==> src/sv/ptt_pkg.sv <==
// shared types, codes and helpers for the periodic timer table
`default_nettype none

package ptt_pkg;

    localparam int          MAX_TIMERS_DEF = 16;
    localparam logic [15:0] MIN_PERIOD_RST = 16'd10;

    localparam logic [2:0] CMD_SET      = 3'd0;
    localparam logic [2:0] CMD_KILL     = 3'd1;
    localparam logic [2:0] CMD_KILL_ALL = 3'd2;
    localparam logic [2:0] CMD_RESET    = 3'd3;
    localparam logic [2:0] CMD_CHECK    = 3'd4;

    localparam logic [2:0] ST_OK      = 3'd0;
    localparam logic [2:0] ST_EXISTS  = 3'd1;
    localparam logic [2:0] ST_FULL    = 3'd2;
    localparam logic [2:0] ST_FIRED   = 3'd3;
    localparam logic [2:0] ST_WAITING = 3'd4;
    localparam logic [2:0] ST_EMPTY   = 3'd5;

    typedef struct packed {
        logic [2:0]  cmd;
        logic [7:0]  owner;
        logic [31:0] tid;
        logic [31:0] period;
        logic [31:0] now;
    } t_cmd_item;

    typedef struct packed {
        logic [2:0]  status;
        logic [7:0]  fired_owner;
        logic [31:0] fired_id;
        logic [30:0] remaining;
    } t_result;

    typedef struct packed {
        logic [7:0]  owner;
        logic [31:0] tid;
        logic [31:0] period;
        logic [31:0] deadline;
        logic [31:0] arm_stamp;
    } t_entry;

    typedef struct packed {
        logic   found;
        t_entry ent;
    } t_pick;

    typedef struct packed {
        logic        clear;
        logic        eval;
        logic        entry_valid;
        logic [7:0]  owner;
        logic [31:0] tid;
    } t_scan_ctl;

    // wrap-safe order: a lies before b
    function automatic logic precedes(input logic [31:0] a, input logic [31:0] b);
        logic [31:0] d;
        d = a - b;
        return d[31];
    endfunction

endpackage

`default_nettype wire

==> src/sv/ptt_store.sv <==
// entry memory of the timer table, one write port and one registered read port
`default_nettype none

module ptt_store #(
    parameter int MAX_TIMERS = ptt_pkg::MAX_TIMERS_DEF,
    parameter int IDX_W      = (MAX_TIMERS > 1) ? $clog2(MAX_TIMERS) : 1
) (
    input  wire                    i_clk,
    input  wire                    i_we,
    input  wire  [IDX_W-1:0]       i_waddr,
    input  wire ptt_pkg::t_entry   i_wdata,
    input  wire  [IDX_W-1:0]       i_raddr,
    output ptt_pkg::t_entry        o_rdata
);

    ptt_pkg::t_entry mem [MAX_TIMERS];
    ptt_pkg::t_entry r_rdata;

    always_ff @(posedge i_clk) begin
        if (i_we) begin
            mem[i_waddr] <= i_wdata;
        end
    end

    always_ff @(posedge i_clk) begin
        r_rdata <= mem[i_raddr];
    end

    assign o_rdata = r_rdata;

endmodule

`default_nettype wire

==> src/sv/ptt_scan.sv <==
// shared match, free-slot and earliest-deadline compare unit, one entry per cycle
`default_nettype none

module ptt_scan #(
    parameter int MAX_TIMERS = ptt_pkg::MAX_TIMERS_DEF,
    parameter int IDX_W      = (MAX_TIMERS > 1) ? $clog2(MAX_TIMERS) : 1
) (
    input  wire                      i_clk,
    input  wire                      i_rst_n,
    input  wire ptt_pkg::t_scan_ctl  i_ctl,
    input  wire ptt_pkg::t_entry     i_rd,
    input  wire  [IDX_W-1:0]         i_idx,
    output ptt_pkg::t_pick           o_match,
    output logic [IDX_W-1:0]         o_match_slot,
    output logic                     o_free_found,
    output logic [IDX_W-1:0]         o_free_slot,
    output ptt_pkg::t_pick           o_best,
    output logic [IDX_W-1:0]         o_best_slot
);

    logic             r_match_found;
    logic             r_free_found;
    logic             r_best_found;
    ptt_pkg::t_entry  r_match_ent;
    ptt_pkg::t_entry  r_best_ent;
    logic [IDX_W-1:0] r_match_slot;
    logic [IDX_W-1:0] r_free_slot;
    logic [IDX_W-1:0] r_best_slot;

    logic hit;
    logic better;

    assign hit = i_ctl.entry_valid && (i_rd.owner == i_ctl.owner)
                 && (i_rd.tid == i_ctl.tid);

    assign better = i_ctl.entry_valid && (!r_best_found
                    || ptt_pkg::precedes(i_rd.deadline, r_best_ent.deadline)
                    || ((i_rd.deadline == r_best_ent.deadline)
                        && ptt_pkg::precedes(i_rd.arm_stamp, r_best_ent.arm_stamp)));

    always_ff @(posedge i_clk) begin
        if (!i_rst_n) begin
            r_match_found <= 1'b0;
            r_free_found  <= 1'b0;
            r_best_found  <= 1'b0;
        end else if (i_ctl.clear) begin
            r_match_found <= 1'b0;
            r_free_found  <= 1'b0;
            r_best_found  <= 1'b0;
        end else if (i_ctl.eval) begin
            if (hit) begin
                r_match_found <= 1'b1;
            end
            if (!i_ctl.entry_valid) begin
                r_free_found <= 1'b1;
            end
            if (better) begin
                r_best_found <= 1'b1;
            end
        end
    end

    always_ff @(posedge i_clk) begin
        if (i_ctl.eval) begin
            if (hit && !r_match_found) begin
                r_match_ent  <= i_rd;
                r_match_slot <= i_idx;
            end
            if (!i_ctl.entry_valid && !r_free_found) begin
                r_free_slot <= i_idx;
            end
            if (better) begin
                r_best_ent  <= i_rd;
                r_best_slot <= i_idx;
            end
        end
    end

    assign o_match      = '{found: r_match_found, ent: r_match_ent};
    assign o_match_slot = r_match_slot;
    assign o_free_found = r_free_found;
    assign o_free_slot  = r_free_slot;
    assign o_best       = '{found: r_best_found, ent: r_best_ent};
    assign o_best_slot  = r_best_slot;

endmodule

`default_nettype wire

==> src/sv/periodic_timer_table.sv <==
// top level of the periodic timer table: sequencer, valid bits and result register
//
// usage
//   a command item is taken on start while busy is low; busy then stays high
//   while the sequencer sweeps every slot of the entry memory, one slot per
//   cycle through a single shared match and deadline compare unit
//   the result item appears on o_result with o_strobe high for one cycle,
//   registered in the done state that follows the slot sweep
//   busy falls in the same cycle as the strobe, so a new command can be taken
//   only once the result is out, never during a sweep; the slot sweep sets the
//   time between commands, which grows with the number of table entries
//   the receiver cannot stall: o_result holds each result until the next strobe
//   the user writes min_period through i_cfg_we / i_cfg_wdata while busy is low,
//   the block does not enforce it; a synchronous reset clears all valid bits, the
//   arm counter and the sequencer, and sets min_period to 10; the entry memory
//   itself is not cleared, entries are only used where their valid bit is set
//   ties on deadline go to the older arm stamp, then to the lower slot
`default_nettype none

module periodic_timer_table #(
    parameter int MAX_TIMERS = ptt_pkg::MAX_TIMERS_DEF
) (
    input  wire                      i_clk,
    input  wire                      i_rst_n,
    input  wire                      start,
    output logic                     busy,
    input  wire ptt_pkg::t_cmd_item  i_item,
    output logic                     o_strobe,
    output ptt_pkg::t_result         o_result,
    input  wire                      i_cfg_we,
    input  wire  [15:0]              i_cfg_wdata
);

    localparam int               IDX_W = (MAX_TIMERS > 1) ? $clog2(MAX_TIMERS) : 1;
    localparam logic [IDX_W-1:0] LAST  = IDX_W'(MAX_TIMERS - 1);

    typedef enum logic [1:0] {
        S_IDLE,
        S_SCAN,
        S_DONE
    } t_state;

    t_state                r_state;
    ptt_pkg::t_cmd_item    r_cmd;
    logic [31:0]           r_period_eff;
    logic [15:0]           r_min_period;
    logic [MAX_TIMERS-1:0] r_valid;
    logic [31:0]           r_arm_cnt;
    logic                  r_issue;
    logic [IDX_W-1:0]      r_rd_idx;
    logic                  r_ev_vld;
    logic [IDX_W-1:0]      r_ev_idx;
    logic                  r_strobe;
    ptt_pkg::t_result      r_result;

    ptt_pkg::t_entry       rd_ent;
    ptt_pkg::t_scan_ctl    scan_ctl;
    ptt_pkg::t_pick        match;
    ptt_pkg::t_pick        best;
    logic [IDX_W-1:0]      match_slot;
    logic                  free_found;
    logic [IDX_W-1:0]      free_slot;
    logic [IDX_W-1:0]      best_slot;

    logic                  accept;
    logic [31:0]           min_ext;
    logic [31:0]           wait_diff;
    logic                  do_arm;
    logic                  set_new;
    logic                  kill_one;
    logic [IDX_W-1:0]      arm_slot;
    ptt_pkg::t_entry       arm_src;
    ptt_pkg::t_entry       w_wdata;
    logic                  w_we;
    ptt_pkg::t_result      n_result;

    assign busy    = (r_state != S_IDLE);
    assign accept  = start && !busy;
    assign min_ext = {16'd0, r_min_period};

    assign scan_ctl = '{
        clear:       accept,
        eval:        (r_state == S_SCAN) && r_ev_vld,
        entry_valid: r_valid[r_ev_idx],
        owner:       r_cmd.owner,
        tid:         r_cmd.tid
    };

    ptt_store #(
        .MAX_TIMERS (MAX_TIMERS),
        .IDX_W      (IDX_W)
    ) u_store (
        .i_clk   (i_clk),
        .i_we    (w_we),
        .i_waddr (arm_slot),
        .i_wdata (w_wdata),
        .i_raddr (r_rd_idx),
        .o_rdata (rd_ent)
    );

    ptt_scan #(
        .MAX_TIMERS (MAX_TIMERS),
        .IDX_W      (IDX_W)
    ) u_scan (
        .i_clk        (i_clk),
        .i_rst_n      (i_rst_n),
        .i_ctl        (scan_ctl),
        .i_rd         (rd_ent),
        .i_idx        (r_ev_idx),
        .o_match      (match),
        .o_match_slot (match_slot),
        .o_free_found (free_found),
        .o_free_slot  (free_slot),
        .o_best       (best),
        .o_best_slot  (best_slot)
    );

    assign wait_diff = best.ent.deadline - r_cmd.now;

    always_comb begin
        n_result = '0;
        do_arm   = 1'b0;
        set_new  = 1'b0;
        kill_one = 1'b0;
        arm_slot = free_slot;
        arm_src  = '{owner: r_cmd.owner, tid: r_cmd.tid, period: r_period_eff,
                     deadline: 32'd0, arm_stamp: 32'd0};
        n_result.status = ptt_pkg::ST_OK;
        unique case (r_cmd.cmd)
            ptt_pkg::CMD_SET: begin
                if (match.found) begin
                    n_result.status = ptt_pkg::ST_EXISTS;
                end else if (!free_found) begin
                    n_result.status = ptt_pkg::ST_FULL;
                end else begin
                    do_arm  = 1'b1;
                    set_new = 1'b1;
                end
            end
            ptt_pkg::CMD_KILL: begin
                kill_one = match.found;
            end
            ptt_pkg::CMD_RESET: begin
                if (match.found) begin
                    do_arm   = 1'b1;
                    arm_slot = match_slot;
                    arm_src  = match.ent;
                end
            end
            ptt_pkg::CMD_CHECK: begin
                if (!best.found) begin
                    n_result.status = ptt_pkg::ST_EMPTY;
                end else if (!ptt_pkg::precedes(r_cmd.now, best.ent.deadline)) begin
                    n_result.status      = ptt_pkg::ST_FIRED;
                    n_result.fired_owner = best.ent.owner;
                    n_result.fired_id    = best.ent.tid;
                    do_arm               = 1'b1;
                    arm_slot             = best_slot;
                    arm_src              = best.ent;
                end else begin
                    n_result.status    = ptt_pkg::ST_WAITING;
                    n_result.remaining = wait_diff[30:0];
                end
            end
            default: begin
            end
        endcase
        w_wdata           = arm_src;
        w_wdata.deadline  = r_cmd.now + arm_src.period;
        w_wdata.arm_stamp = r_arm_cnt;
        w_we              = (r_state == S_DONE) && do_arm;
    end

    always_ff @(posedge i_clk) begin
        if (!i_rst_n) begin
            r_state      <= S_IDLE;
            r_min_period <= ptt_pkg::MIN_PERIOD_RST;
            r_valid      <= '0;
            r_arm_cnt    <= 32'd0;
            r_issue      <= 1'b0;
            r_rd_idx     <= '0;
            r_ev_vld     <= 1'b0;
            r_ev_idx     <= '0;
            r_strobe     <= 1'b0;
            r_result     <= '0;
        end else begin
            if (i_cfg_we) begin
                r_min_period <= i_cfg_wdata;
            end
            unique case (r_state)
                S_IDLE: begin
                    r_strobe <= 1'b0;
                    if (start) begin
                        r_state  <= S_SCAN;
                        r_issue  <= 1'b1;
                        r_rd_idx <= '0;
                        r_ev_vld <= 1'b0;
                    end
                end
                S_SCAN: begin
                    r_ev_vld <= r_issue;
                    r_ev_idx <= r_rd_idx;
                    if (r_issue) begin
                        if (r_rd_idx == LAST) begin
                            r_issue <= 1'b0;
                        end else begin
                            r_rd_idx <= r_rd_idx + IDX_W'(1);
                        end
                    end
                    if (r_ev_vld && (r_cmd.cmd == ptt_pkg::CMD_KILL_ALL)
                        && r_valid[r_ev_idx] && (rd_ent.owner == r_cmd.owner)) begin
                        r_valid[r_ev_idx] <= 1'b0;
                    end
                    if (r_ev_vld && (r_ev_idx == LAST)) begin
                        r_state <= S_DONE;
                    end
                end
                S_DONE: begin
                    if (set_new) begin
                        r_valid[free_slot] <= 1'b1;
                    end
                    if (kill_one) begin
                        r_valid[match_slot] <= 1'b0;
                    end
                    if (do_arm) begin
                        r_arm_cnt <= r_arm_cnt + 32'd1;
                    end
                    r_result <= n_result;
                    r_strobe <= 1'b1;
                    r_state  <= S_IDLE;
                end
                default: begin
                    r_strobe <= 1'b0;
                    r_state  <= S_IDLE;
                end
            endcase
        end
    end

    always_ff @(posedge i_clk) begin
        if (accept) begin
            r_cmd        <= i_item;
            r_period_eff <= (i_item.period < min_ext) ? min_ext : i_item.period;
        end
    end

    assign o_strobe = r_strobe;
    assign o_result = r_result;

    a_busy_after_accept: assert property (@(posedge i_clk) disable iff (!i_rst_n)
        accept |=> busy)
        else $error("busy not raised after an accepted item");

    a_strobe_after_done: assert property (@(posedge i_clk) disable iff (!i_rst_n)
        o_strobe |-> $past(r_state == S_DONE))
        else $error("result strobe without a finished sweep");

    a_remaining_only_waiting: assert property (@(posedge i_clk) disable iff (!i_rst_n)
        (o_strobe && (o_result.status != ptt_pkg::ST_WAITING)) |-> (o_result.remaining == '0))
        else $error("ticks remaining given on a result that is not waiting");

    a_full_all_valid: assert property (@(posedge i_clk) disable iff (!i_rst_n)
        (o_strobe && (o_result.status == ptt_pkg::ST_FULL)) |-> (&r_valid))
        else $error("table reported full with a free slot");

endmodule

`default_nettype wire

==> config.mk <==
export PLATFORM = sky130hd
export DESIGN_NAME = periodic_timer_table
export DESIGN_NICKNAME = d
export VERILOG_FILES = /design/src/sv/ptt_pkg.sv /design/src/sv/ptt_store.sv /design/src/sv/ptt_scan.sv /design/src/sv/periodic_timer_table.sv
export SDC_FILE = /design/constraint.sdc
export NUM_CORES = 2
export LEC_CHECK = 0
export BUFFER_PORTS_ARGS = -buffer_cell sky130_fd_sc_hd__buf_2
export CAP_MARGIN = 40
export CORE_MARGIN = 10
export CORE_UTILIZATION = 60
export DETAILED_ROUTE_END_ITERATION = 12
export GPL_TIMING_DRIVEN = 0
export PLACE_DENSITY = 0.77
export SYNTH_ARGS = -nofsm -noshare
export SYNTH_HDL_FRONTEND = slang
export SYNTH_HIERARCHICAL = 1
export SYNTH_SLANG_ARGS = --single-unit
==> constraint.sdc <==
create_clock -name i_clk -period 15.3 [get_ports i_clk]
set_input_delay 3.06 -clock i_clk [delete_from_list [all_inputs] [get_ports i_clk]]
set_output_delay 3.06 -clock i_clk [all_outputs]
set_load 0.01 [all_outputs]
Yosys cells after proc, flatten, opt, wreduce, memory -nomap -nowiden
Memories as Yosys holds them, arrays and structs flattened. A register that Yosys moved wholly into a read port is not among the register bits.
Index checks and enable logic that the tools add are counted.
- bits in registers: 545
- bits in writable memories: 2176
- bits of input ports: 127
- output and inout port bits: 76
- logic and storage cells: 168
- memories kept: 1
- memory list (name ; depth ; bits a word ; rd ports ; clocked after memory_dff ; wr ports ; RTL line ; text):
    u_store.mem ; 16 ; 136 ; 1 ; 1 ; 1 ; ptt_store.sv:16 ; ptt_pkg::t_entry mem [MAX_TIMERS];
- $add $sub $neg: 7
- $lt $le $gt $ge: 7
- eq/ne operators: 16
- muxes and demuxes: 56
- bitwise gates (word level): 7
- reduce and logical (&&, ||, !) cells: 39
- operator list (cell ; count):
    two-way mux 136 bit ; 3
    case mux 136 bit (2 select lines) ; 1
    two-way mux 71 bit ; 2
    two-way mux 16 bit ; 6
    subtractor 32 bit ; 3
    equality test 32 bit ; 2
    two-way mux 40 bit ; 1
    adder 32 x 1 -> 32 bit, second input constant ; 1
    adder 32 bit ; 1
    AND 16 bit ; 2
    less-than comparator 32 x 16 -> 1 bit ; 1
    NOT 16 bit ; 2
    case mux 16 bit (2 select lines) ; 1
    two-way mux 31 bit ; 1
    subtractor 31 bit ; 1
    two-way mux 4 bit ; 6
    AND reduction 2 bit ; 9
    two-way mux 1 bit ; 17
    logical AND 1 bit ; 16
    OR 16 bit ; 1
    case mux 4 bit (2 select lines) ; 2
    less-than comparator 4 x 5 -> 1 bit, second input constant ; 3
    demux 1 bit (select 4 bit) ; 3
    greater-or-equal comparator 4 x 1 -> 1 bit, second input constant ; 3
    25 further kinds ; 44

Depth between registers and ports, before layout
- depth in word-level cells: 11
- depth in mapped cells: 23
- gate-level depth less buffers: 21

Hierarchy
Netlist, hierarchy kept.
- by module, submodules not included (module ; times used ; cells an instance ; area each (µm²) ; sequential area each (µm²)):
    ptt_store ; 1 ; 3548 ; 84347.1 ; 68065.3
    periodic_timer_table ; 1 ; 1798 ; 15785.1 ; 6236.0
    ptt_scan ; 1 ; 579 ; 10695.3 ; 8588.2

Worst setup path before layout
No wires, ideal clock.
- path type: reg-to-reg
- start point: register r_cmd[28] (netlist name)
- end point: memory u_store/mem[0][0] (netlist name), enable pin
- setup time: 0.798 ns
- arrival: 12.511 ns
- data required time: 14.502 ns
- slack: 1.992 ns
- stages on the path, launching flop included: 17
- buffers on the path: 4
- period minus slack after synthesis: 13.308 ns
- cells stage by stage: edfxtp_1 > inv_1 > ha_1 > buf_2 > a211oi_1 > o21ai_0 > nor2b_1 > a211o_1 > or3_1 > and2_1 > clkbuf_1 > buf_2 > buf_2 > a22oi_1 > nand2_1 > or3b_2 > nor3_1
- elaborated cells on any way between the ends: 10
- those cells by class: add/sub (1); mux (8); reduce/logical (1)
- RTL lines (element ; RTL line ; text):
    start: declaration ; periodic_timer_table.sv:44 ; ptt_pkg::t_cmd_item r_cmd;
    start signal: assignment ; periodic_timer_table.sv:242 ; r_cmd <= i_item;
    subtractor 32 bit ; ptt_pkg.sv:61 ; d = a - b;
    two-way mux 4 bit ; periodic_timer_table.sv:153 ; end else if (!ptt_pkg::precedes(r_cmd.now, best.ent.deadline)) begin
    two-way mux 4 bit ; periodic_timer_table.sv:151 ; if (!best.found) begin
    case mux 4 bit (2 select lines) ; periodic_timer_table.sv:129 ; unique case (r_cmd.cmd)
    via arm_slot[2] ; periodic_timer_table.sv:71 ; logic [IDX_W-1:0] arm_slot;
    end: declaration ; ptt_store.sv:16 ;
The timed path passes the listed nets, and every way through them passes these cells.

==> metrics <==
synthesized area per cell=18.6 sq um; most used cells in the layout excluding fill and tap cells=2,503 x sky130_fd_sc_hd__edfxtp_1, 519 x sky130_fd_sc_hd__mux4_2, 352 x sky130_fd_sc_hd__nand2_1, 294 x sky130_fd_sc_hd__a22oi_1; GPL Wtd Cong=around 0.95; data required time of the worst path=16,050 ps; switching power total=roughly 0.0033 W; Filler cells=~10,000; Clock Path Buffers=4; share of power burned in combinational logic=0.042; number of warnings printed during yosys synthesis=6; storage element area=approximately 81,000 sq um; # nets final=a little under 7,000; net switching fraction of the power=0.208; Max Fanout on Critical Path=12; die area=roughly 200,000 sq um; number of clock sinks seen by CTS=roughly 2,800; clock latency at the later pin of the worst-skew pair=around 970 ps; clock network power share=0.428; final global-route overflow total=0; Max H-tree Level=5; Register-to-Register Setup Slack=just under 7000 ps; Core Rows=roughly 160; vias after detailed routing=~63,000; floorplan die width=between 400 and 500 um; Clock Root Buffer=sky130_fd_sc_hd__clkbuf_16; RSZ-0062 raised after global routing=no; Peak supply drop=0.0780 mV; total standard cell area after synthesis=approximately 110,000 sq um; initial antenna violation count=29; PnR Total Power=between 0.015 and 0.02 W; number of gates resized after cts=0; detailed-routed wire length on met3=between 30,000 and 40,000 um; Tightest Pin Transition=1050 ps; aggregate routed wire length=323,000 um; total routed wire length on the met1 layer=around 110,000 um; Cell Pwr Density=126 nW/um^2; final-report hold violation count=0; post-detailed-route count of antenna-violating nets=0; minimum clock period=8360 ps; Setup Total Neg Slack=0 ps; Clock transition at path regs=~60 ps; Via-to-Cell Ratio=roughly 6.8; area of combinational cells with multiple inputs=26,100 sq um; Slew headroom=0.299; starting density of the core=0.603; Tot GR Track Use=0.323; Placeable Area=roughly 180,000 sq um; count of final setup violators=0; Highest Clock Rate=roughly 120 MHz; die extent in y=between 400 and 500 um; detailed-placement wirelength estimate=between 200,000 and 250,000 um; leading cell type in the layout, fill and taps excluded=sky130_fd_sc_hd__edfxtp_1; RR Startpoint=r_cmd[17]$_DFFE_PP_; timing startpoint of the critical path=r_cmd[17]$_DFFE_PP_; total count of max-transition violations in the final report=0; launch point of the worst hold path=u_store/o_rdata[67]$_DFF_P_; Post-route DRC=0; pin count of the biggest net entering global routing=67; top-level port count=~200; arrival time at the worst endpoint=slightly above 9000 ps; met2 WL post-DR=roughly 150,000 um; via count of the first global-routing pass=roughly 63,000; clk_skew=74.2 ps; Post-Synthesis Cells=5,861; 1st-iter DRT viols=9,801; part of the total power dissipated in sequential elements=0.530; kind of end point of the critical path=flip-flop; first-pass GRT wire length=458,000 um; top layer reached by signal wires=met5; Net Count, Synth=6,160; leak pwr=42.7 nW; P_int=around 0.013 W; period utilisation layout=0.546; worst min-delay path class=reg -> reg; Max Cap Viol=0; area growth from synthesis to layout=16.0%; result of the run=completed; buffer count from post-CTS setup fixing=0; number of iterations in the first detailed-routing pass=6; Port Buffers=roughly 200; cts hold-fix bufs=0; DR WL/cell=about 35 um; category of the most critical setup path=reg -> reg; Inserted Clock Buffers=286; share of cells above drive strength 1=0.241; clock tree from TritonCTS=yes; startpoint type of the worst setup path=flip-flop
==> sequential cells by signal, summed over array words and instances (netlist names), 16 cells and up <==
register and cells:
u_scan/o_match 72, u_store/mem 2176, u_store/o_rdata 136, r_min_period 16
r_arm_cnt 32, u_scan/o_best 136, r_cmd 75, r_period_eff 32
o_result 74, r_valid 16
==> worst paths after layout <==
path,to,depth (start not counted)
max reg2reg,u_store/mem[11][63]$_DFFE_PP_,24
max,u_store/mem[11][63]$_DFFE_PP_,24
min,u_scan/o_match[67]$_DFFE_PP_,0
min reg2reg,u_scan/o_match[67]$_DFFE_PP_,0
==> metrics by stage <==
stage               std cells  hold WS, ps  setup WS (ps)   util  cell area, sq um
CTS                      9216          410           7150  0.699            126000
detailed placement       8721          413           7280  0.649            117000
global placement         8432          405         -11870  0.625            113000
finish                   9251          407           6940  0.700            126000
global route             9232          431           6670  0.699            126000
floorplan                5861          404           1990      -            109000
==> layer usage <==
| layer | vias up | GRT usage |
|---|---|---|
| met5 | - | 0 |
| met4 | 22 | 0.240 |
| met3 | 1101 | 0.0729 |
| met2 | 4802 | 0.501 |
| met1 | 31764 | 0.402 |
| li1 | 25074 | - |
==> power groups by stage <==
stage	clock network (W)	registers, W	logic (W)
3_3_place_gp	0	0.00860	0.000585
5_1_grt	0.00712	0.00843	0.000711
6_report	0.00681	0.00843	0.000669
3_5_place_dp	0	0.00860	0.000648
2_1_floorplan	0	0.00858	0.000387
4_1_cts	0.00684	0.00843	0.000656
==> final cells by class <==
cell class / instances / share of cell area
antenna: 30 / 0.000594
clock buffer: 395 / 0.0625
multi-input combinational: 2610 / 0.206
timing repair buffer: 495 / 0.0415
buffer: 294 / 0.0110
tap: 2370 / 0.0235
inverter: 164 / 0.00491
clock inverter: 100 / 0.00854
sequential: 2793 / 0.641
==> critical path: stages (launching register included) <==
cell,delay [ps]
sky130_fd_sc_hd__edfxtp_1,560
sky130_fd_sc_hd__inv_1,90
sky130_fd_sc_hd__ha_1,440
sky130_fd_sc_hd__nand3_2,150
sky130_fd_sc_hd__nor3_2,340
sky130_fd_sc_hd__o211ai_1,280
sky130_fd_sc_hd__and4_4,250
sky130_fd_sc_hd__o31ai_4,790
sky130_fd_sc_hd__buf_16,260
sky130_fd_sc_hd__clkbuf_1,510
sky130_fd_sc_hd__buf_8,250
sky130_fd_sc_hd__o22ai_1,110
sky130_fd_sc_hd__nor2_1,680
sky130_fd_sc_hd__buf_4,330
sky130_fd_sc_hd__ha_1,210
sky130_fd_sc_hd__a211oi_1,70
sky130_fd_sc_hd__o21ai_0,280
sky130_fd_sc_hd__nand4_1,220
sky130_fd_sc_hd__a21oi_1,390
sky130_fd_sc_hd__a21oi_1,220
sky130_fd_sc_hd__o31ai_1,740
sky130_fd_sc_hd__a21o_1,190
sky130_fd_sc_hd__o21ai_0,90
sky130_fd_sc_hd__xnor2_1,410
sky130_fd_sc_hd__buf_4,270
Power figures use the tool's default switching activity.
